## src/rtl/occupancy_grid_rect_marker_assert.svh

```systemverilog
// Assertion macros shared by the occupancy grid RTL.
// Depends on nothing; included by modules that carry concurrent checks.
`ifndef OCCUPANCY_GRID_RECT_MARKER_ASSERT_SVH
`define OCCUPANCY_GRID_RECT_MARKER_ASSERT_SVH

// Consequent checked in the same cycle as the antecedent.
`define OGRM_ASSERT_SAME(label, clk, rst, ante, cons, msg) \
   label: assert property (@(posedge clk) disable iff (rst) (ante) |-> (cons)) \
      else $error(msg);

// Consequent checked in the cycle after the antecedent.
`define OGRM_ASSERT_NEXT(label, clk, rst, ante, cons, msg) \
   label: assert property (@(posedge clk) disable iff (rst) (ante) |=> (cons)) \
      else $error(msg);

`endif

```

## src/rtl/ogrm_pkg.sv

```systemverilog
// Shared types and constants of the occupancy grid rectangle marker.
// No dependencies; used by ogrm_div and occupancy_grid_rect_marker.
package ogrm_pkg;

   // default grid bounds
   localparam int MAX_COLS_DEF = 64;
   localparam int MAX_ROWS_DEF = 64;

   // width of effective row/column counts (covers up to 1024 rows)
   localparam int CNT_W = 11;

   // divider operand widths: doubled (Q.5) coordinates over doubled cell size
   localparam int NUM_W = 17;
   localparam int DEN_W = 13;
   localparam int STEP_W = 5;

   // CSR map
   localparam int CSR_IDX_W  = 3;
   localparam int CSR_DATA_W = 16;
   localparam logic [CSR_IDX_W-1:0] CSR_CELL_SIZE    = 3'd0;
   localparam logic [CSR_IDX_W-1:0] CSR_MARGIN       = 3'd1;
   localparam logic [CSR_IDX_W-1:0] CSR_FIELD_WIDTH  = 3'd2;
   localparam logic [CSR_IDX_W-1:0] CSR_FIELD_HEIGHT = 3'd3;
   localparam logic [CSR_IDX_W-1:0] CSR_GRID_COLS    = 3'd4;
   localparam logic [CSR_IDX_W-1:0] CSR_GRID_ROWS    = 3'd5;

   // CSR reset values (cell 10.0, margin 13.0, field 640.0 x 640.0)
   localparam logic [11:0] CELL_SIZE_RST    = 12'd160;
   localparam logic [11:0] MARGIN_RST       = 12'd208;
   localparam logic [15:0] FIELD_WIDTH_RST  = 16'd10240;
   localparam logic [15:0] FIELD_HEIGHT_RST = 16'd10240;
   localparam logic [6:0]  GRID_COLS_RST    = 7'd64;
   localparam logic [6:0]  GRID_ROWS_RST    = 7'd64;

   // operation codes
   localparam logic OP_ADD   = 1'b0;
   localparam logic OP_QUERY = 1'b1;

   typedef struct packed {
      logic        operation;
      logic [15:0] center_x;
      logic [15:0] center_y;
      logic [15:0] size_x;
      logic [15:0] size_y;
      logic [5:0]  query_row;
      logic [5:0]  query_col;
   } ogrm_req_type;

   typedef struct packed {
      logic occupied;
      logic out_of_range;
   } ogrm_rsp_type;

   // divider result back to the sequencer
   typedef struct packed {
      logic             done;
      logic [NUM_W-1:0] quot;
   } ogrm_div_rsp_type;

   typedef enum logic [2:0] {
      ST_CLEAR,
      ST_IDLE,
      ST_DIV_START,
      ST_DIV_WAIT,
      ST_SPAN,
      ST_ROWS,
      ST_QUERY_RD,
      ST_DONE
   } ogrm_state_type;

endpackage

```

## src/rtl/ogrm_div.sv

```systemverilog
// Restoring divider, one quotient bit per cycle, for edge-to-cell conversion.
// Depends on ogrm_pkg.
module ogrm_div (
   input  logic                          clock,
   input  logic                          reset,
   input  logic                          start,
   input  logic [ogrm_pkg::NUM_W-1:0]    numer,
   input  logic [ogrm_pkg::DEN_W-1:0]    denom,
   output ogrm_pkg::ogrm_div_rsp_type    result
);

   logic                          busy_ff, busy_in;
   logic                          done_ff, done_in;
   logic [ogrm_pkg::STEP_W-1:0]   cnt_ff, cnt_in;
   logic [ogrm_pkg::NUM_W-1:0]    quot_ff, quot_in;
   logic [ogrm_pkg::DEN_W-1:0]    rem_ff, rem_in;
   logic [ogrm_pkg::DEN_W-1:0]    den_ff, den_in;

   logic [ogrm_pkg::DEN_W:0]      shifted;
   logic [ogrm_pkg::DEN_W:0]      diff;
   logic                          fits;

   // one restoring step
   always_comb begin
      shifted = {rem_ff, quot_ff[ogrm_pkg::NUM_W-1]};
      diff    = shifted - {1'b0, den_ff};
      fits    = shifted >= {1'b0, den_ff};
   end

   // next state
   always_comb begin
      busy_in = busy_ff;
      cnt_in  = cnt_ff;
      quot_in = quot_ff;
      rem_in  = rem_ff;
      den_in  = den_ff;
      done_in = busy_ff && (cnt_ff == '0);
      if (start) begin
         busy_in = 1'b1;
         cnt_in  = ogrm_pkg::STEP_W'(ogrm_pkg::NUM_W - 1);
         quot_in = numer;
         rem_in  = '0;
         den_in  = denom;
      end else if (busy_ff) begin
         quot_in = {quot_ff[ogrm_pkg::NUM_W-2:0], fits};
         rem_in  = fits ? diff[ogrm_pkg::DEN_W-1:0] : shifted[ogrm_pkg::DEN_W-1:0];
         cnt_in  = cnt_ff - 1'b1;
         if (cnt_ff == '0) begin
            busy_in = 1'b0;
         end
      end
   end

   always_ff @(posedge clock) begin
      if (reset) begin
         busy_ff <= 1'b0;
         done_ff <= 1'b0;
         cnt_ff  <= '0;
      end else begin
         busy_ff <= busy_in;
         done_ff <= done_in;
         cnt_ff  <= cnt_in;
      end
      quot_ff <= quot_in;
      rem_ff  <= rem_in;
      den_ff  <= den_in;
   end

   assign result.done = done_ff;
   assign result.quot = quot_ff;

endmodule

```

## config.mk

```make
export PLATFORM = sky130hd
export DESIGN_NAME = ogrm_div
export DESIGN_NICKNAME = d
export VERILOG_FILES = /design/src/rtl/occupancy_grid_rect_marker_assert.svh /design/src/rtl/ogrm_pkg.sv /design/src/rtl/ogrm_div.sv
export SDC_FILE = /design/constraint.sdc
export NUM_CORES = 1
export LEC_CHECK = 0
export ABC_AREA = 1
export ABC_CLOCK_PERIOD_IN_PS = 2100
export BUFFER_PORTS_ARGS = -buffer_cell sky130_fd_sc_hd__buf_2
export CAP_MARGIN = 15
export CELL_PAD_IN_SITES_DETAIL_PLACEMENT = 2
export CELL_PAD_IN_SITES_GLOBAL_PLACEMENT = 2
export CORE_ASPECT_RATIO = 0.7
export CORE_MARGIN = 2
export CORE_UTILIZATION = 29
export DETAILED_ROUTE_END_ITERATION = 7
export PLACE_DENSITY = 0.81
export SLEW_MARGIN = 20
export SYNTH_ARGS = -nofsm -noshare
export SYNTH_HDL_FRONTEND = slang
export SYNTH_SLANG_ARGS = --single-unit
```

## constraint.sdc

```tcl
create_clock -name clock -period 2.1 [get_ports clock]
set_clock_uncertainty 0.2 [all_clocks]
set_input_delay 0.525 -clock clock [delete_from_list [all_inputs] [get_ports clock]]
set_output_delay 0.525 -clock clock [all_outputs]
set_load 0.05 [all_outputs]
```

==> results.sh <==
export IMPL_status="finished with violations"
export IMPL_violations="setup timing"
export IMPL_total_power_mw=2.58
export IMPL_grt_max_degree=23
export IMPL_antenna_cells=0
export IMPL_drt_iter0_markers=121
export IMPL_start_util_pct=30.3
export IMPL_cp_end_kind="register"
export IMPL_synthXorXnorAreaFrac_pct=1.46
export IMPL_finalSetupViolations=14
export IMPL_worst_slack_ps=-218
export IMPL_synth_fp_nets=440
export IMPL_row_count=30
export IMPL_ir_drop_uv=309
export IMPL_required_ps=2150
export IMPL_synth_avg_cell_area_sq_um=7.63
export IMPL_r2r_slack_ps=-220
export IMPL_dp_slack_ps=-183
export IMPL_maxCapViolations=0
export IMPL_seqCellArea_sq_um=1300
export IMPL_ant_nets=0
export IMPL_wire_per_inst_um=19.2
export IMPL_clk_root_buffer_cell="clkbuf_16"
export IMPL_htree_levels=2
export IMPL_multi_input_area_sq_um=1460
export IMPL_rsz0062_at_grt="yes"
export IMPL_p_per_area_nw_per_um2=671
export IMPL_arrival_ps=2370
export IMPL_cts_buffers=5
export IMPL_period_share_pct=110
export IMPL_cts_hold_buf=0
export IMPL_core_area_sq_um=9870
export IMPL_p_leak_nw=1.98
export IMPL_synth_compound_area_share_pct=3.09
export IMPL_fillers=1146
export IMPL_switching_share_pct=32.4
export IMPL_synthSimpleGateAreaFrac_pct=34.3
export IMPL_die_area_sq_um=11200
export IMPL_cts_tree="built"
export IMPL_drt_first_pass_iters=4
export IMPL_synthCells=392
export IMPL_synthMuxAreaShare_pct=0
export IMPL_syn_area_sq_um=2990
export IMPL_insertion_delay_ps=310
export IMPL_final_nets=519
export IMPL_r2r_cells=14
export IMPL_seq_area_frac_synth_pct=43.5
export IMPL_pwr_share_seq_pct=45.0
export IMPL_min_period_ps=2320
export IMPL_r2r_start="quot_ff[16]$_DFFE_PP_"
export IMPL_p_clk_share_pct=32.5
export IMPL_yosys_warnings=0
export IMPL_grt_pass1_vias=3228
export IMPL_drc=0
export IMPL_ys_ff_latch=50
export IMPL_yosysUniqueCellTypes=33
export IMPL_grt_first_pass_wirelength_mm=17.4
export IMPL_worstSetupEndpoint="rem_ff[12]$_SDFFE_PP0P_"
export IMPL_clkSinkCount=50
export IMPL_fmaxAchievable_mhz=431
export IMPL_grt_overflow=0
export IMPL_layout_drive_gt1_share_pct=29.0
export IMPL_pin_count=51
export IMPL_timing_rr_end="rem_ff[12]$_SDFFE_PP0P_"
export IMPL_p_comb_share_pct=22.4
export IMPL_dr_total_vias=2916
export IMPL_yosys_area_share_adder_pct=6.52
export IMPL_clk_path_buf_depth=2
export IMPL_startpoint_type="register"
export IMPL_hold_class="in -> reg"
export IMPL_antenna_found_initial=0
export IMPL_dpl_hpwl_mm=8.10
export IMPL_routed_via_density=4.86
export IMPL_synth_top_family_by_area="simple AND/OR/NAND/NOR gates"
export IMPL_slew_headroom_pct=77.0
export IMPL_power_internal_mw=1.75
export IMPL_area_growth_pct=28.6
export IMPL_crit_type="reg -> reg"
export IMPL_wirelength_mm=11.5
export IMPL_track_usage_pct=20.6
export IMPL_gp_congestion=0.790
export IMPL_switchingPower_mw=0.836
export IMPL_die_y_um=89.0
export IMPL_worst_path_max_fanout=6
export IMPL_finalMaxSlewViolations=0
export IMPL_port_buffers=50
export IMPL_worst_slew_pin_slew_ps=343
export IMPL_die_w_um=125
export IMPL_cp_startpoint="quot_ff[16]$_DFFE_PP_"
export IMPL_hold_path_depth=1
export IMPL_clkTransAtPathRegs_ps=80
export IMPL_hold_violations=0
-- metal layers --
metal  up-vias  GRT usage, %  wire length [um]
met1      1451          24.9              5020
met5         -             0                 0
met4         0          8.38               324
met2        40          37.6              5850
li1       1405             -                 -
met3        20          3.23               305
-- stage by stage --
step / hold WS, ps / setup TNS, ps / util (%) / std cells / instance area [sq um]
6_report: 192 / -2440 / 39.0 / 600 / 3850
5_1_grt: 182 / -3690 / 39.0 / 600 / 3850
4_1_cts: 199 / -1660 / 38.2 / 598 / 3770
3_5_place_dp: 282 / -1740 / 35.5 / 579 / 3500
3_3_place_gp: 262 / -341 / 35.5 / 579 / 3500
2_1_floorplan: 244 / -3570 / - / 392 / 3000
-- flip-flops by register name, indices dropped and copies added, names as in the netlist --
name and flops:
done_ff 1, rem_ff 13, cnt_ff 5, den_ff 13
busy_ff 1, quot_ff 17
-- power by group through the flow --
| stage | registers [mW] | clock network, mW | logic [mW] |
|---|---|---|---|
| CTS | 1.16 | 0.845 | 0.552 |
| floorplan | 1.29 | 0 | 0.216 |
| finish | 1.16 | 0.840 | 0.579 |
| global route | 1.17 | 0.902 | 0.624 |
| detailed placement | 1.18 | 0 | 0.520 |
| global placement | 1.17 | 0 | 0.496 |
-- cell type report --
cell class / count / share of cell area, %
multi-input combinational: 260 / 37.9
inverter: 72 / 7.02
clock buffer: 5 / 3.25
sequential: 50 / 33.8
timing repair buffer: 82 / 13.3
clock inverter: 3 / 0.553
tap: 128 / 4.16
-- synthesized netlist by cell type --
cell	n	area [sq um]
nand4_2	1	12.5
fa_1	1	20.0
buf_1	1	3.75
and3_1	1	6.26
inv_1	65	244
nand3_4	1	17.5
nor2_2	3	18.8
nand3_2	6	60.1
nand4_1	18	113
o21ai_1	5	25.0
ha_1	14	175
buf_4	1	7.51
clkbuf_1	2	7.51
nor2_4	2	22.5
or2_1	1	6.26
nor2_1	17	63.8
nand3_1	27	135
a221oi_1	1	8.76
dfxtp_1	20	400
nand2_2	6	37.5
xnor2_1	3	26.3
xor2_1	2	17.5
o21ai_0	1	5.00
nor3_1	3	15.0
clkinv_1	2	7.51
inv_2	5	18.8
buf_2	6	30.0
buf_8	1	15.0
a21oi_4	1	16.3
nand2_1	138	518
a21oi_1	6	30.0
edfxtp_1	30	901
o211ai_1	1	7.51
-- kinds of logic after synthesis --
logic type | Yosys count
buffers and inverters | 83
DFF | 50
and+or+nand+nor | 224
xor gates and xnor gates | 5
adders and majority gates | 15
AOI/OAI and AO/OA | 15
-- worst max-delay path: stages, from the launching register on --
cell and delay [ps]:
edfxtp_1 430, inv_2 110, ha_4 130, inv_2 50, fa_2 380, nand2_2 90, nand2_2 50, nand3_2 70
nand2_2 80, nand2_4 120, nand3_4 140, buf_12 180, nand3_2 60, nand3_2 80, nand2_2 80
-- how the worst min path moves through the flow --
stage                                        from                 endpoint  slack [ps]
after floorplan           rem_ff[12]$_SDFFE_PP0P_  rem_ff[12]$_SDFFE_PP0P_         240
after global placement    rem_ff[12]$_SDFFE_PP0P_  rem_ff[12]$_SDFFE_PP0P_         260
after detailed placement   rem_ff[1]$_SDFFE_PP0P_   rem_ff[1]$_SDFFE_PP0P_         280
after CTS                                denom[3]      den_ff[3]$_DFFE_PP_         200
after global routing                     denom[3]      den_ff[3]$_DFFE_PP_         180
final                                    denom[6]      den_ff[6]$_DFFE_PP_         190
-- what timing repair did --
action	CTS	global route
pin swaps	12	9
resized for setup	10	16
cloned	2	0
endpoints found under the setup margin	14	14
buffers inserted	9	2
-- cells in the final DEF (no fill, tap or decap), types with 2 or more instances in the layout --
cell type	instances
nor2_4	2
nand3_2	12
buf_2	51
nand2_2	12
nand3_4	2
a21oi_1	6
nor2_1	16
clkinv_1	2
nor3_1	3
buf_6	3
xnor2_1	2
edfxtp_1	30
buf_4	27
dfxtp_1	20
nand3_1	21
nand2_1	131
ha_1	12
inv_2	7
nand4_1	18
xor2_1	2
clkbuf_16	5
o21ai_1	4
nor2_2	4
inv_1	63
No activity file was read; power rests on OpenSTA's default activity.
